==> src/rtl/prime_gcd_pair_counter_unit_assert.svh <==
// Assertion macros for the prime gcd pair counter
`ifndef PRIME_GCD_PAIR_COUNTER_UNIT_ASSERT_SVH
`define PRIME_GCD_PAIR_COUNTER_UNIT_ASSERT_SVH
// implication checked on every clock, held off in reset
`define PGC_ASSERT_IMP(label, ante, cons, msg) \
    label: assert property (@(posedge i_clk) disable iff (!i_rst_n) (ante) |-> (cons)) \
        else $error(msg);
// next-cycle implication
`define PGC_ASSERT_NXT(label, ante, cons, msg) \
    label: assert property (@(posedge i_clk) disable iff (!i_rst_n) (ante) |=> (cons)) \
        else $error(msg);
`endif

==> src/rtl/pgc_pkg.sv <==
//------------------------------------------------------------------------------
// pgc_pkg
// Shared widths and constants for the prime gcd pair counter.
//------------------------------------------------------------------------------
`timescale 1ns / 1ps
package pgc_pkg;
    localparam int MAX_N   = 65536;
    localparam int BND_W   = 17;
    localparam int CNT_W   = 33;
    localparam int PRE_W   = 20;
    localparam int ADDR_W  = 17;
    localparam int PRIME_D = 8192;
    localparam int PIDX_W  = 13;
    localparam int ACC_W   = 64;

    // divider request / status
    typedef struct packed {
        logic             start;
        logic [BND_W-1:0] num;
        logic [BND_W-1:0] den;
    } t_div_req;

    typedef struct packed {
        logic             done;
        logic [BND_W-1:0] quo;
    } t_div_rsp;
endpackage

==> src/rtl/pgc_divider.sv <==
//------------------------------------------------------------------------------
// pgc_divider
// Restoring bit-serial divider, one quotient bit per cycle.
//------------------------------------------------------------------------------
`timescale 1ns / 1ps
module pgc_divider (
    input  logic              i_clk,
    input  logic              i_rst_n,
    input  pgc_pkg::t_div_req i_req,
    output pgc_pkg::t_div_rsp o_rsp
);
    import pgc_pkg::*;

    localparam int CW = $clog2(BND_W + 1);

    logic [BND_W-1:0] r_quo, n_quo;
    logic [BND_W:0]   r_rem, n_rem;
    logic [BND_W-1:0] r_den, n_den;
    logic [CW-1:0]    r_cnt, n_cnt;
    logic             r_busy, n_busy;
    logic             r_done, n_done;
    logic [BND_W:0]   w_trial;
    logic [BND_W:0]   w_diff;

    assign w_trial = {r_rem[BND_W-1:0], r_quo[BND_W-1]};
    assign w_diff  = w_trial - {1'b0, r_den};

    always_comb begin
        n_quo  = r_quo;
        n_rem  = r_rem;
        n_den  = r_den;
        n_cnt  = r_cnt;
        n_busy = r_busy;
        n_done = 1'b0;
        if (i_req.start) begin
            n_quo  = i_req.num;
            n_rem  = '0;
            n_den  = i_req.den;
            n_cnt  = CW'(BND_W);
            n_busy = 1'b1;
        end else if (r_busy) begin
            if (!w_diff[BND_W]) begin
                n_rem = w_diff;
                n_quo = {r_quo[BND_W-2:0], 1'b1};
            end else begin
                n_rem = w_trial;
                n_quo = {r_quo[BND_W-2:0], 1'b0};
            end
            n_cnt = r_cnt - 1'b1;
            if (r_cnt == CW'(1)) begin
                n_busy = 1'b0;
                n_done = 1'b1;
            end
        end
    end

    always_ff @(posedge i_clk) begin
        if (!i_rst_n) begin
            r_busy <= 1'b0;
            r_done <= 1'b0;
            r_cnt  <= '0;
        end else begin
            r_busy <= n_busy;
            r_done <= n_done;
            r_cnt  <= n_cnt;
        end
        r_quo <= n_quo;
        r_rem <= n_rem;
        r_den <= n_den;
    end

    assign o_rsp.done = r_done;
    assign o_rsp.quo  = r_quo;
endmodule

==> config.mk <==
export PLATFORM = sky130hd
export DESIGN_NAME = pgc_divider
export DESIGN_NICKNAME = d
export VERILOG_FILES = /design/src/rtl/prime_gcd_pair_counter_unit_assert.svh /design/src/rtl/pgc_pkg.sv /design/src/rtl/pgc_divider.sv
export SDC_FILE = /design/constraint.sdc
export NUM_CORES = 1
export LEC_CHECK = 0
export BUFFER_PORTS_ARGS = -buffer_cell sky130_fd_sc_hd__buf_2
export CAP_MARGIN = 20
export CORE_MARGIN = 2
export CORE_UTILIZATION = 60
export DETAILED_ROUTE_END_ITERATION = 7
export HOLD_SLACK_MARGIN = 0.05
export PLACE_DENSITY = 0.86
export SKIP_CTS_REPAIR_TIMING = 1
export SLEW_MARGIN = 20
export SYNTH_ARGS = -nofsm -noshare
export SYNTH_HDL_FRONTEND = slang
export SYNTH_SLANG_ARGS = --single-unit
==> constraint.sdc <==
create_clock -name i_clk -period 6 [get_ports i_clk]
set_clock_uncertainty 0.2 [all_clocks]
set_input_delay 0.3 -clock i_clk [delete_from_list [all_inputs] [get_ports i_clk]]
set_output_delay 0.3 -clock i_clk [all_outputs]
set_load 0.02 [all_outputs]
=== Word level (Yosys, flattened, before mapping) ===
Index checks and enable logic that the tools add are counted.

* Bits in registers: 58
* Bits in latches: 0
* Memory bits (writable): 0
* Bits in read-only memories: 0
* Output and inout port bits: 18
* Logic and storage cells: 25
* Memories kept: 0

* Add/sub/neg operators: 2
* Multiply operators: 0
* Divide/modulo/power cells: 0
* Order comparisons: 0
* Equality and inequality tests: 1
* Shifts and indexed selects: 0
* Multiplexer cells: 10
* Bitwise operators: 2
* Reduce and logical (&&, ||, !) cells: 3

{| class="wikitable"
|+ Operator list
! cell !! number
|-
| 17-bit 2-to-1 mux || 3
|-
| 18-bit by 17-bit subtractor with 18-bit output || 1
|-
| 5-bit 2-to-1 mux || 2
|-
| 5-bit by 1-bit == test with 1-bit output, second input constant || 1
|-
| 1-bit 2-to-1 mux || 5
|-
| 5-bit by 1-bit subtractor with 5-bit output, second input constant || 1
|-
| 3-bit OR reduction || 1
|-
| 1-bit NOT || 2
|-
| 2-bit nonzero test || 1
|-
| 2-bit OR reduction || 1
|}

=== Logic depth before layout (Yosys ltp) ===
* Depth after elaboration: 4
* Mapped depth: 12
* Gate-level depth less buffers: 11

=== Worst setup path before layout ===
No wires, ideal clock.

* Path kind: register to register
* Start: register r_quo[16]
* End: register r_rem[12]
* Arrival time: 2306 ps
* Data required time: 5667 ps
* Setup slack: 3361 ps
* Cell stages (with the launch flop): 12
* Period minus slack after synthesis: 2639 ps
* Cell sequence: edfxtp_1 inv_1 ha_1 nor2b_1 o211ai_1 a211oi_2 o2111ai_1 a31oi_4 xnor2_2 buf_2 nor3b_1 nor4_2

* Cells in the longest elaborated chain, start to end: 2

{| class="wikitable"
|+ RTL lines
! item !! RTL line !! text
|-
| start: declaration || pgc_divider.sv:16 || <nowiki>logic [BND_W-1:0] r_quo, n_quo;</nowiki>
|-
| start signal: assignment || pgc_divider.sv:67 || <nowiki>r_quo <= n_quo;</nowiki>
|-
| 18-bit by 17-bit subtractor with 18-bit output || pgc_divider.sv:26 || <nowiki>assign w_diff = w_trial - {1'b0, r_den};</nowiki>
|-
| 17-bit 2-to-1 mux || pgc_divider.sv:42 || <nowiki>if (!w_diff[BND_W]) begin</nowiki>
|-
| end signal: assignment || pgc_divider.sv:68 || <nowiki>r_rem <= n_rem;</nowiki>
|-
| end: declaration || pgc_divider.sv:17 || <nowiki>logic [BND_W:0] r_rem, n_rem;</nowiki>
|}

No other way between the ends.
A chain may end at the register's enable or synchronous reset.

=== Worst setup path after layout ===
* Start: register r_den[1]
* End: register r_rem[14]

* Cells in the longest elaborated chain, start to end: 2

{| class="wikitable"
|+ RTL lines
! item !! RTL line !! text
|-
| start: declaration || pgc_divider.sv:18 || <nowiki>logic [BND_W-1:0] r_den, n_den;</nowiki>
|-
| start signal: assignment || pgc_divider.sv:69 || <nowiki>r_den <= n_den;</nowiki>
|-
| 18-bit by 17-bit subtractor with 18-bit output || pgc_divider.sv:26 ||
|-
| 17-bit 2-to-1 mux || pgc_divider.sv:42 ||
|}

No other way between the ends.

==> results.ini <==
[layout]
diodes = 0
final-seq-area_sq_um = 1501
final_common_cell = buf_2
multi_input_area_sq_um = 1539
fillerInstances = 353
mostFrequentLayoutCells = buf_2 (54), edfxtp_1 (34), dlygate4sd3_1 (26)
area_delta_synth_final_pct = 25.21
drive_gt1_share_pct = 23.64
final_core_util_pct = 77.97
nNetsFinal = 437

[routing]
drtAntennaViolNets = 0
via_per_inst = 5.530
totalWireLength_um = 7134
met2_length_um = 3673
highest_layer = met4
firstDrtPassIters = 6
route.vias.total = 2516
dr.first_iter.drc_count = 173
wl_met3_um = 330
drc_errors = 0
wl_met1_um = 2979
routedWlPerCell_um = 15.68

[hold_path]
whs_endpoint = r_quo[0]$_DFFE_PP_
hold_path_class = input pin to flip-flop
hold_path.startpoint = i_req[17]
min_path_cells = 3

[die]
start_util_pct = 62.27
die_area_sq_um = 5934
dieHeight_um = 77.04
die_w_um = 77.04
io_pins = 55
fp-row-count = 26
coreArea_sq_um = 5140

[critical_path]
worst_setup_path_start_kind = flip-flop
cp.arrival_ns = 3.30
crit_required_ns = 6.00
r2r_slack_ns = 2.70
reg2reg_to = r_rem[14]$_SDFFE_PP0P_
ff2ff_path_depth = 11
path_class = flip-flop to flip-flop
endpoint_kind = flip-flop
cp_max_fo = 12
r2r-start = r_den[1]$_DFFE_PP_

[placed_design]
dpl.hpwl_um = 4383
gp_congestion = 0.9477
io_buffers = 54

[clock_tree]
clock_latency_ns = 0.34
clock_path_buffers = 2
cts_buffers = 9
path_clk_slew_ns = 0.07
cts_tree = done
h-tree-depth = 3
clock-sinks = 58
cts_root_buf = clkbuf_8

[power_and_ir_drop]
p_switching_mw = 0.3369
p_int_mw = 0.8623
clockPowerShare_pct = 35.9
combPwrFrac_pct = 23.6
p_sw_share_pct = 28.10
power_frac_seq_pct = 40.5
peakVddDrop_v = 0.0002235
p_leak_nw = 1.721
p_per_area_nw_per_um2 = 299.2

[timing]
tns_ns = 0
setup_viol = 0
fin_crit_sh_pct = 54.93
hold_viol = 0
period_needed_ns = 3.296
tightestPinTransition_ns = 0.7312
slew-limit-headroom_pct = 51.13
rsz0062_at_grt = no
fmax_mhz = 303.4
final-max-slew-violation-count = 0

[synth]
yosysTopAreaCellShare_pct = 31.90
ys_seq_area_share_pct = 46.91
syn_inst = 301
synth.area.top_cells = edfxtp_1 (32%), dfxtp_1 (15%), ha_1 (7.4%), mux2_2 (5.6%), mux2i_1 (3.4%)
syn_avg_cell_area_sq_um = 10.63
ys_ff_latch = 58
yosysWarnings = 0
yosys.area.top_type = edfxtp_1
syn_nets = 358
synth.cell_area_sq_um = 3201
synth_cell_types = 51
synthFlopType = edfxtp_1
synthArstFlopShare_pct = 0
synth_edf_count = 34

[global_route]
grt_pass1_vias = 2283
gr-usage-all-layers_pct = 22.88
grt-ovfl-total = 0
antenna_found_initial = 0
grt_pass1_wl_um = 10550
grt_start_max_net_pins = 55

[run]
maxCapViolations = 0

[status]
status = completed

cell type report:
class	instances	share of cell area, %
clock buffers	10	3.185
clock inverters	6	2.623
inverters	25	2.342
multi-input cells	203	38.40
flip-flops and latches	58	37.46
well taps	70	2.185
repair buffers	83	13.80
critical path, cell delays in order, from the launching register on:
cell and delay, ns:
edfxtp_1 0.42, inv_1 0.08, ha_1 0.22, nor2b_1 0.14, o211ai_1 0.27, a211oi_2 0.13, o2111ai_1 0.30, a31oi_4 0.16
xnor2_2 0.58, buf_4 0.33, mux2i_1 0.22, a211oi_1 0.09
power by group through the flow:
stage	Sequential (mW)	Clock, mW	Combinational, mW
final	0.486	0.431	0.283
after global routing	0.490	0.457	0.308
after CTS	0.485	0.436	0.267
after detailed placement	0.492	0	0.262
after global placement	0.491	0	0.253
after floorplan	0.504	0	0.185
through the flow:
step	hold WS [ns]	area (sq um)	total power, mW	instances	setup WS [ns]
5_1_grt	0.04520	4008	1.256	455	2.452
6_report	0.04611	4008	1.199	455	2.704
4_1_cts	-0.08067	3747	1.187	429	2.694
3_3_place_gp	0.2768	3515	0.7439	413	2.848
2_1_floorplan	0.1989	3201	0.6898	301	3.361
3_5_place_dp	0.2781	3515	0.7547	413	2.730
sequential cells by signal, summed over array words and instances (netlist names):
| signal | cells |
|---|---|
| r_busy | 1 |
| r_cnt | 5 |
| r_den | 17 |
| r_done | 1 |
| r_quo | 17 |
| r_rem | 17 |
cell usage after synthesis (3+ instances only):
master     n
a211oi_1  14
xor2_1     5
o211ai_1   4
mux2_2    16
nor3_1     5
xnor2_1   12
nand3_1    5
buf_1      3
ha_1      19
o21ai_0    9
o311ai_1   3
o21a_1     4
nand4_1    4
clkbuf_1   8
a21oi_1   14
nor2b_1    3
dfxtp_1   24
edfxtp_1  34
nor2_1    21
nand2_1   20
a21o_1     3
mux2i_1   11
inv_1     24
a21boi_0   3
how the worst max path moves through the flow:
| stage | slack (ns) | from | end |
|---|---|---|---|
| 6_report | 2.70 | r_den[1]$_DFFE_PP_ | r_rem[14]$_SDFFE_PP0P_ |
| 5_1_grt | 2.45 | r_den[1]$_DFFE_PP_ | r_rem[12]$_SDFFE_PP0P_ |
| 4_1_cts | 2.69 | r_den[1]$_DFFE_PP_ | r_rem[14]$_SDFFE_PP0P_ |
| 3_5_place_dp | 2.73 | r_den[1]$_DFFE_PP_ | r_rem[14]$_SDFFE_PP0P_ |
| 3_3_place_gp | 2.85 | r_den[1]$_DFFE_PP_ | r_rem[12]$_SDFFE_PP0P_ |
| 2_1_floorplan | 3.36 | r_quo[16]$_DFFE_PP_ | r_rem[12]$_SDFFE_PP0P_ |
kinds of logic (layout without fill, tap and decap cells):
kind of cell	after synthesis	in the layout	share of synthesized area, %
muxes	27	27	9.070
DFF	58	58	46.91
and+or+nand+nor	73	73	11.34
xor gates and xnor gates	18	18	5.160
AOI/OAI and AO/OA	65	65	14.46
buffers and inverters	40	124	5.004
adders and majority gates	20	20	8.053
per-layer routing:
| layer | vias to the layer above | global-route usage [%] |
|---|---|---|
| met5 | - | 0 |
| met4 | 0 | 7.679 |
| met3 | 14 | 9.059 |
| met2 | 71 | 37.46 |
| met1 | 1172 | 27.62 |
| li1 | 1259 | - |
No activity file was read; power rests on OpenSTA's default activity.
